**src/rtl/lzfu_pkg.sv**
```systemverilog
package lzfu_pkg;

	localparam int DICT_AW = 12;
	localparam int DICT_DEPTH = 1 << DICT_AW;
	localparam int LIMIT_W = 24;
	localparam int PRESET_LEN = 207;

	// Result kinds carried on the master-side tuser.
	localparam logic [1:0] ST_DATA = 2'd0;
	localparam logic [1:0] ST_DONE = 2'd1;
	localparam logic [1:0] ST_CORRUPT = 2'd2;

	typedef struct packed {
		logic [7:0] data;
		logic [1:0] status;
		logic       last;
	} lzfu_result_t;

	// Preset dictionary text; the first character sits in the top byte.
	localparam logic [8*PRESET_LEN-1:0] PRESET_TEXT = {
		"{\\rtf1\\ansi\\mac\\deff0\\deftab720{\\fonttbl;}",
		"{\\f0\\fnil \\froman \\fswiss \\fmodern \\fscrip",
		"t \\fdecor MS Sans SerifSymbolArialTimes Ne",
		"w RomanCourier{\\colortbl\\red0\\green0\\blue0",
		"\015\012\\par \\pard\\plain\\f0\\fs20\\b\\i\\u\\tab",
		"\\tx"
	};

	// Byte of the preset text at a dictionary address below PRESET_LEN.
	function automatic logic [7:0] preset_byte(input logic [7:0] addr);
		logic [7:0]  idx;
		logic [10:0] bitpos;
		idx = 8'(PRESET_LEN - 1) - addr;
		bitpos = {idx, 3'b000};
		return PRESET_TEXT[bitpos +: 8];
	endfunction

endpackage

```
**src/rtl/lzfu_core.sv**
```systemverilog
module lzfu_core
	import lzfu_pkg::*;
#(
	parameter int OUT_COUNT_BITS = 24
) (
	input  logic                clk,
	input  logic                arst_n,
	input  logic                accept,
	input  logic [7:0]          in_byte,
	input  logic                msg_start,
	input  logic                in_last,
	output logic                in_ready,
	input  logic                out_free,
	output logic                res_valid,
	output lzfu_result_t        res,
	input  logic [LIMIT_W-1:0]  output_limit,
	output logic                ram_we,
	output logic [DICT_AW-1:0]  ram_waddr,
	output logic [7:0]          ram_wdata,
	output logic                ram_re,
	output logic [DICT_AW-1:0]  ram_raddr,
	input  logic [7:0]          ram_rdata
);

	localparam int CMP_W = (OUT_COUNT_BITS > LIMIT_W) ? OUT_COUNT_BITS : LIMIT_W;
	localparam logic [OUT_COUNT_BITS-1:0] CNT_MAX = '1;
	localparam logic [DICT_AW:0] FILL_MAX = (DICT_AW + 1)'(DICT_DEPTH);
	localparam logic [DICT_AW-1:0] WP_RESET = DICT_AW'(PRESET_LEN);

	localparam logic [2:0] S_IDLE = 3'd0;
	localparam logic [2:0] S_DECODE = 3'd1;
	localparam logic [2:0] S_LIT = 3'd2;
	localparam logic [2:0] S_COPY_RD = 3'd3;
	localparam logic [2:0] S_COPY_EM = 3'd4;
	localparam logic [2:0] S_END_ZERO = 3'd5;
	localparam logic [2:0] S_END_OK = 3'd6;
	localparam logic [2:0] S_TAIL = 3'd7;

	localparam logic [1:0] PH_CONTROL = 2'd0;
	localparam logic [1:0] PH_ITEM = 2'd1;
	localparam logic [1:0] PH_REF_LOW = 2'd2;
	localparam logic [1:0] PH_STOPPED = 2'd3;

	logic [2:0]                seq_q;
	logic [1:0]                phase_q;
	logic [7:0]                flags_q;
	logic [2:0]                flag_idx_q;
	logic [7:0]                ref_high_q;
	logic [DICT_AW-1:0]        wp_q;
	logic [DICT_AW:0]          fill_q;
	logic [OUT_COUNT_BITS-1:0] count_q;
	logic [7:0]                prev_q;
	logic [7:0]                byte_q;
	logic                      last_q;
	logic [DICT_AW-1:0]        addr_q;
	logic [4:0]                rem_q;
	logic                      hit_q;
	logic [7:0]                pre_q;

	logic                      over;
	logic [DICT_AW-1:0]        ref_offset;
	logic [DICT_AW-1:0]        rel_addr;
	logic [7:0]                copy_byte;
	logic                      emit_step;
	logic [7:0]                emit_byte;

	assign in_ready = (seq_q == S_IDLE);
	assign over = CMP_W'(count_q) > CMP_W'(output_limit);
	assign ref_offset = {ref_high_q, byte_q[7:4]};
	assign rel_addr = addr_q - WP_RESET;
	assign copy_byte = hit_q ? ram_rdata : pre_q;

	// A data byte goes into the dictionary whenever it is emitted from a literal or a copy.
	assign emit_step = out_free && !over && ((seq_q == S_LIT) || (seq_q == S_COPY_EM));
	assign emit_byte = (seq_q == S_LIT) ? byte_q : copy_byte;

	assign ram_we = emit_step;
	assign ram_waddr = wp_q;
	assign ram_wdata = emit_byte;
	assign ram_re = (seq_q == S_COPY_RD);
	assign ram_raddr = addr_q;

	always_comb begin
		res_valid = 1'b0;
		res = '{data: 8'h00, status: ST_DATA, last: 1'b0};
		unique case (seq_q)
			S_LIT, S_COPY_EM: begin
				res_valid = out_free;
				if (over) begin
					res = '{data: 8'h00, status: ST_CORRUPT, last: 1'b1};
				end else begin
					res.data = emit_byte;
					res.last = ((seq_q == S_LIT) || (rem_q == 5'd0)) && !last_q;
				end
			end
			S_END_ZERO: begin
				res_valid = out_free;
			end
			S_END_OK: begin
				res_valid = out_free;
				res = '{data: 8'h00, status: ST_DONE, last: 1'b1};
			end
			S_TAIL: begin
				res_valid = out_free;
				res.status = (phase_q == PH_REF_LOW) ? ST_CORRUPT : ST_DONE;
				res.last = 1'b1;
			end
			default: begin
			end
		endcase
	end

	always_ff @(posedge clk or negedge arst_n) begin
		if (!arst_n) begin
			seq_q <= S_IDLE;
			phase_q <= PH_CONTROL;
			flags_q <= '0;
			flag_idx_q <= '0;
			ref_high_q <= '0;
			wp_q <= WP_RESET;
			fill_q <= '0;
			count_q <= '0;
			prev_q <= '0;
		end else begin
			unique case (seq_q)
				S_IDLE: begin
					if (accept) begin
						seq_q <= S_DECODE;
						if (msg_start) begin
							phase_q <= PH_CONTROL;
							flags_q <= '0;
							flag_idx_q <= '0;
							ref_high_q <= '0;
							wp_q <= WP_RESET;
							fill_q <= '0;
							count_q <= '0;
							prev_q <= '0;
						end
					end
				end
				S_DECODE: begin
					unique case (phase_q)
						PH_STOPPED: begin
							seq_q <= S_IDLE;
						end
						PH_CONTROL: begin
							flags_q <= byte_q;
							flag_idx_q <= '0;
							phase_q <= PH_ITEM;
							seq_q <= last_q ? S_TAIL : S_IDLE;
						end
						PH_ITEM: begin
							if (flags_q[flag_idx_q]) begin
								ref_high_q <= byte_q;
								phase_q <= PH_REF_LOW;
								seq_q <= last_q ? S_TAIL : S_IDLE;
							end else begin
								seq_q <= S_LIT;
							end
						end
						PH_REF_LOW: begin
							if (ref_offset == wp_q) begin
								seq_q <= (prev_q != 8'h00) ? S_END_ZERO : S_END_OK;
							end else begin
								seq_q <= S_COPY_RD;
							end
						end
						default: begin
						end
					endcase
				end
				S_COPY_RD: begin
					seq_q <= S_COPY_EM;
				end
				S_LIT, S_COPY_EM: begin
					if (out_free) begin
						if (over) begin
							phase_q <= PH_STOPPED;
							seq_q <= S_IDLE;
						end else if ((seq_q == S_COPY_EM) && (rem_q != 5'd0)) begin
							seq_q <= S_COPY_RD;
						end else begin
							if (flag_idx_q == 3'd7) begin
								flag_idx_q <= '0;
								phase_q <= PH_CONTROL;
							end else begin
								flag_idx_q <= flag_idx_q + 3'd1;
								phase_q <= PH_ITEM;
							end
							seq_q <= last_q ? S_TAIL : S_IDLE;
						end
						if (!over) begin
							wp_q <= wp_q + DICT_AW'(1);
							if (fill_q != FILL_MAX) begin
								fill_q <= fill_q + (DICT_AW + 1)'(1);
							end
							if (count_q != CNT_MAX) begin
								count_q <= count_q + OUT_COUNT_BITS'(1);
							end
							prev_q <= emit_byte;
						end
					end
				end
				S_END_ZERO: begin
					if (out_free) begin
						if (count_q != CNT_MAX) begin
							count_q <= count_q + OUT_COUNT_BITS'(1);
						end
						prev_q <= 8'h00;
						seq_q <= S_END_OK;
					end
				end
				S_END_OK, S_TAIL: begin
					if (out_free) begin
						phase_q <= PH_STOPPED;
						seq_q <= S_IDLE;
					end
				end
				default: begin
					seq_q <= S_IDLE;
				end
			endcase
		end
	end

	// Input byte capture, copy address walker and its lookup of written entries versus preset text.
	always_ff @(posedge clk) begin
		if (accept && in_ready) begin
			byte_q <= in_byte;
			last_q <= in_last;
		end
		if ((seq_q == S_DECODE) && (phase_q == PH_REF_LOW)) begin
			addr_q <= ref_offset;
			rem_q <= {1'b0, byte_q[3:0]} + 5'd1;
		end else if ((seq_q == S_COPY_EM) && emit_step) begin
			addr_q <= addr_q + DICT_AW'(1);
			rem_q <= rem_q - 5'd1;
		end
		if (seq_q == S_COPY_RD) begin
			// Entries are written in order from the preset end, so the fill count
			// tells which ones hold message data and which still hold the preset.
			hit_q <= {1'b0, rel_addr} < fill_q;
			pre_q <= (addr_q < WP_RESET) ? preset_byte(addr_q[7:0]) : 8'h00;
		end
	end

endmodule

```
**config.mk**
```make
export PLATFORM = sky130hd
export DESIGN_NAME = lzfu_core
export DESIGN_NICKNAME = d
export VERILOG_FILES = /design/src/rtl/lzfu_pkg.sv /design/src/rtl/lzfu_core.sv
export SDC_FILE = /design/constraint.sdc
export NUM_CORES = 1
export LEC_CHECK = 0
export BUFFER_PORTS_ARGS = -buffer_cell sky130_fd_sc_hd__buf_2
export CAP_MARGIN = 0
export CORE_UTILIZATION = 59
export CTS_CLUSTER_SIZE = 12
export DETAILED_ROUTE_END_ITERATION = 10
export PLACE_DENSITY = 0.84
export SYNTH_ARGS = -nofsm -noshare
export SYNTH_HDL_FRONTEND = slang
export SYNTH_SLANG_ARGS = --single-unit
```
**constraint.sdc**
```tcl
create_clock -name clk -period 7.8 [get_ports clk]
set_clock_uncertainty 0.1 [all_clocks]
set_input_delay 0.78 -clock clk [delete_from_list [all_inputs] [get_ports clk]]
set_output_delay 0.78 -clock clk [all_outputs]
set_load 0.03 [all_outputs]
```
==> qor.yml <==
clkLatencyLatePin_ns: 0.42
numPlacedInstances: 1490
die_h_um: 130.4
place_hpwl_um: 21520
yosys.area.top_type_share_pct: 19.29
wl_um: 31770
required_ns: 7.84
syn-cell-area_um2: 9731
firstDrtPassIters: 6
rrSetupSlack_ns: 2.98
slew-limit-headroom_pct: 19.06
syn-instance-count: 1256
drt_iter0_markers: 1600
cts_hold_buf: 0
grt_pass1_wl_um: 48670
power.density_nw_per_um2: 354.4
finalCritPeriodShare_pct: 61.80
synth_warnings: 0
cts_sinks: 115
setup_tns_ns: 0
wl_per_cell_um: 20.87
areaGrowthSynthToFinish_pct: 10.85
final_cell_mix: "nand2_1 (134), a21oi_1 (133), o21ai_0 (113)"
synth_area_leaders: "dfrtp_1 (19%), edfxtp_1 (10%), ha_1 (7.3%)"
cts_tree: "done"
gp_congestion: 0.9910
ctsResizeCount: 0
cts_buffer_depth: 2
status: "completed"
setup_ws_ns: 2.980
fp-row-count: 46
min_period_ns: 4.820
async_reset_ff_share_pct: 70.43
synth_edf_count: 34
vdd_drop_max_v: 0.0002820
holdPathEnd: "flags_q[5]$_DFFE_PN0P_"
final_util_pct: 67.41
io_buffers: 92
grt_max_degree: 82
worstSetupStartpointType: "register"
rsz0062_at_grt: "no"
ys.flop_type: "dfrtp_1"
synth_area_per_cell_um2: 7.747
yosys.area.top_type: "dfrtp_1"
cts_setup_buffers: 0
clockRootBuffer: "clkbuf_16"
grt_pass1_vias: 9248
critPathArrivalTime_ns: 4.86
hold_viol_final: 0
via_per_inst: 6.764
start_util_pct: 60.81
core_area_um2: 16000
worstHoldPathType: "register to register"
yosys.cell_types.count: 75
final_cells: 1522
drtAntennaViolNets: 0
layout.nets: 1396
fmax_ghz: 0.2075
drv_slew: 0
final_common_cell: "nand2_1"
drive_above_1_share_pct: 12.86
path_max_fanout: 50
dp_worst_setup_slack_ns: 3.154
htree_levels: 4
die_area_um2: 17010
critical_path_class: "register to register"
n_antenna_cell: 0
overflow: 0
drc_errors: 0
antenna_found_initial: 0
cts_buffers: 17
reg2reg_to: "pre_q[3]$_SDFFCE_PP0P_"
worstSetupEndpointType: "register"
die_w_um: 130.4
cap_violations: 0
power_leakage_uw: 0.004515
io_pins: 93
r2r_cells: 11
cts.clk_slew.worst_paths_ns: 0.06
min_from: "flags_q[5]$_DFFE_PN0P_"
vias: 10300
grtUsageTotal_pct: 37.41
setup_viol: 0
ys_seq_area_share_pct: 31.40
tightest_slew_ns: 1.214
hold_path_depth: 2
ys_ff_latch: 115
regToRegStartpoint: "ram_raddr[1]$_DFFE_PP_"
syn_nets: 1359
per-layer routing:
metal / GRT usage, % / up-vias / part of all wire (%)
li1: - / 4660 / -
met1: 47.79 / 4757 / 39
met2: 59.95 / 736 / 45
met3: 6.555 / 142 / 11
met4: 21.64 / 0 / 5.4
met5: 0 / - / 0
critical path, stage by stage (launching register included):
cell and delay, ns:
edfxtp_1 0.87, ha_1 0.70, inv_1 0.18, ha_2 0.68, buf_4 0.54, nor2_1 0.16
nor2_1 0.12, o32ai_1 0.09, a2111oi_0 0.71, o21ai_0 0.14, o21ai_0 0.12, a221oi_1 0.12
cell families after synthesis:
| kind of cell | after synthesis | synth area share, % |
|---|---|---|
| AOI/OAI and AO/OA | 403 | 25.45 |
| xor gates and xnor gates | 47 | 4.462 |
| adders and majority gates | 58 | 7.432 |
| buffers and inverters | 164 | 6.712 |
| DFF | 115 | 31.40 |
| muxes | 19 | 2.250 |
| and+or+nand+nor | 450 | 22.30 |
cell usage after synthesis, types with 16 or more instances:
cell type  number
a21oi_1       133
a31oi_1        20
buf_2          24
clkbuf_1       50
dfrtp_1        75
edfxtp_1       34
ha_1           57
inv_1          72
nand2_1       134
nand3_1        41
nand4_1        16
nor2_1        107
nor3_1         40
o211ai_1       19
o21ai_0       113
o31ai_1        16
or3_1          20
xnor2_1        19
xor2_1         25
sequential cells by signal (all words and copies together), names as in the netlist:
register    count
hit_q           1
fill_q         13
ram_waddr      12
phase_q         2
pre_q           7
flag_idx_q      3
seq_q           3
flags_q         8
rem_q           5
prev_q          8
count_q        24
ref_high_q      8
ram_raddr      12
byte_q          8
last_q          1
how the worst max path moves through the flow:
| stage | startpoint | to | cells past startpoint |
|---|---|---|---|
| after floorplan | output_limit[1] | ram_raddr[0]$_DFFE_PP_ | 10 |
| after global placement | ram_raddr[1]$_DFFE_PP_ | pre_q[5]$_SDFFCE_PP0P_ | 13 |
| after detailed placement | ram_raddr[1]$_DFFE_PP_ | pre_q[3]$_SDFFCE_PP0P_ | 11 |
| after CTS | ram_raddr[1]$_DFFE_PP_ | pre_q[3]$_SDFFCE_PP0P_ | 11 |
| after global routing | ram_raddr[1]$_DFFE_PP_ | pre_q[4]$_SDFFCE_PP0P_ | 11 |
| final | ram_raddr[1]$_DFFE_PP_ | pre_q[3]$_SDFFCE_PP0P_ | 11 |
power breakdown:
| part | total (µW) | leakage, µW | switching [µW] | internal (µW) |
|---|---|---|---|---|
| clock | 751 | 0.000266 | 285 | 466 |
| sequential | 1050 | 0.00139 | 250 | 802 |
| combinational | 2020 | 0.00286 | 1370 | 647 |
| total | 3820 | 0.00452 | 1910 | 1920 |
final cells by class:
cell class	instances	area, µm²
clock buffer	18	429.2
inverter	76	285.3
clock inverter	14	138.9
tap	216	270.3
sequential	115	3055
fill	1325	5214
multi-input combinational	977	6040
timing repair buffer	106	568.0
metrics by stage:
step	total power, µW	instance area [µm²]	hold WS [ns]
after floorplan	2437	9731	0.3446
after global placement	2957	10220	0.3603
after detailed placement	2984	10220	0.3671
after CTS	3748	10790	0.3790
after global routing	4033	10790	0.4094
final	3822	10790	0.3728
Note: power is estimated with default switching activity, not from simulation.
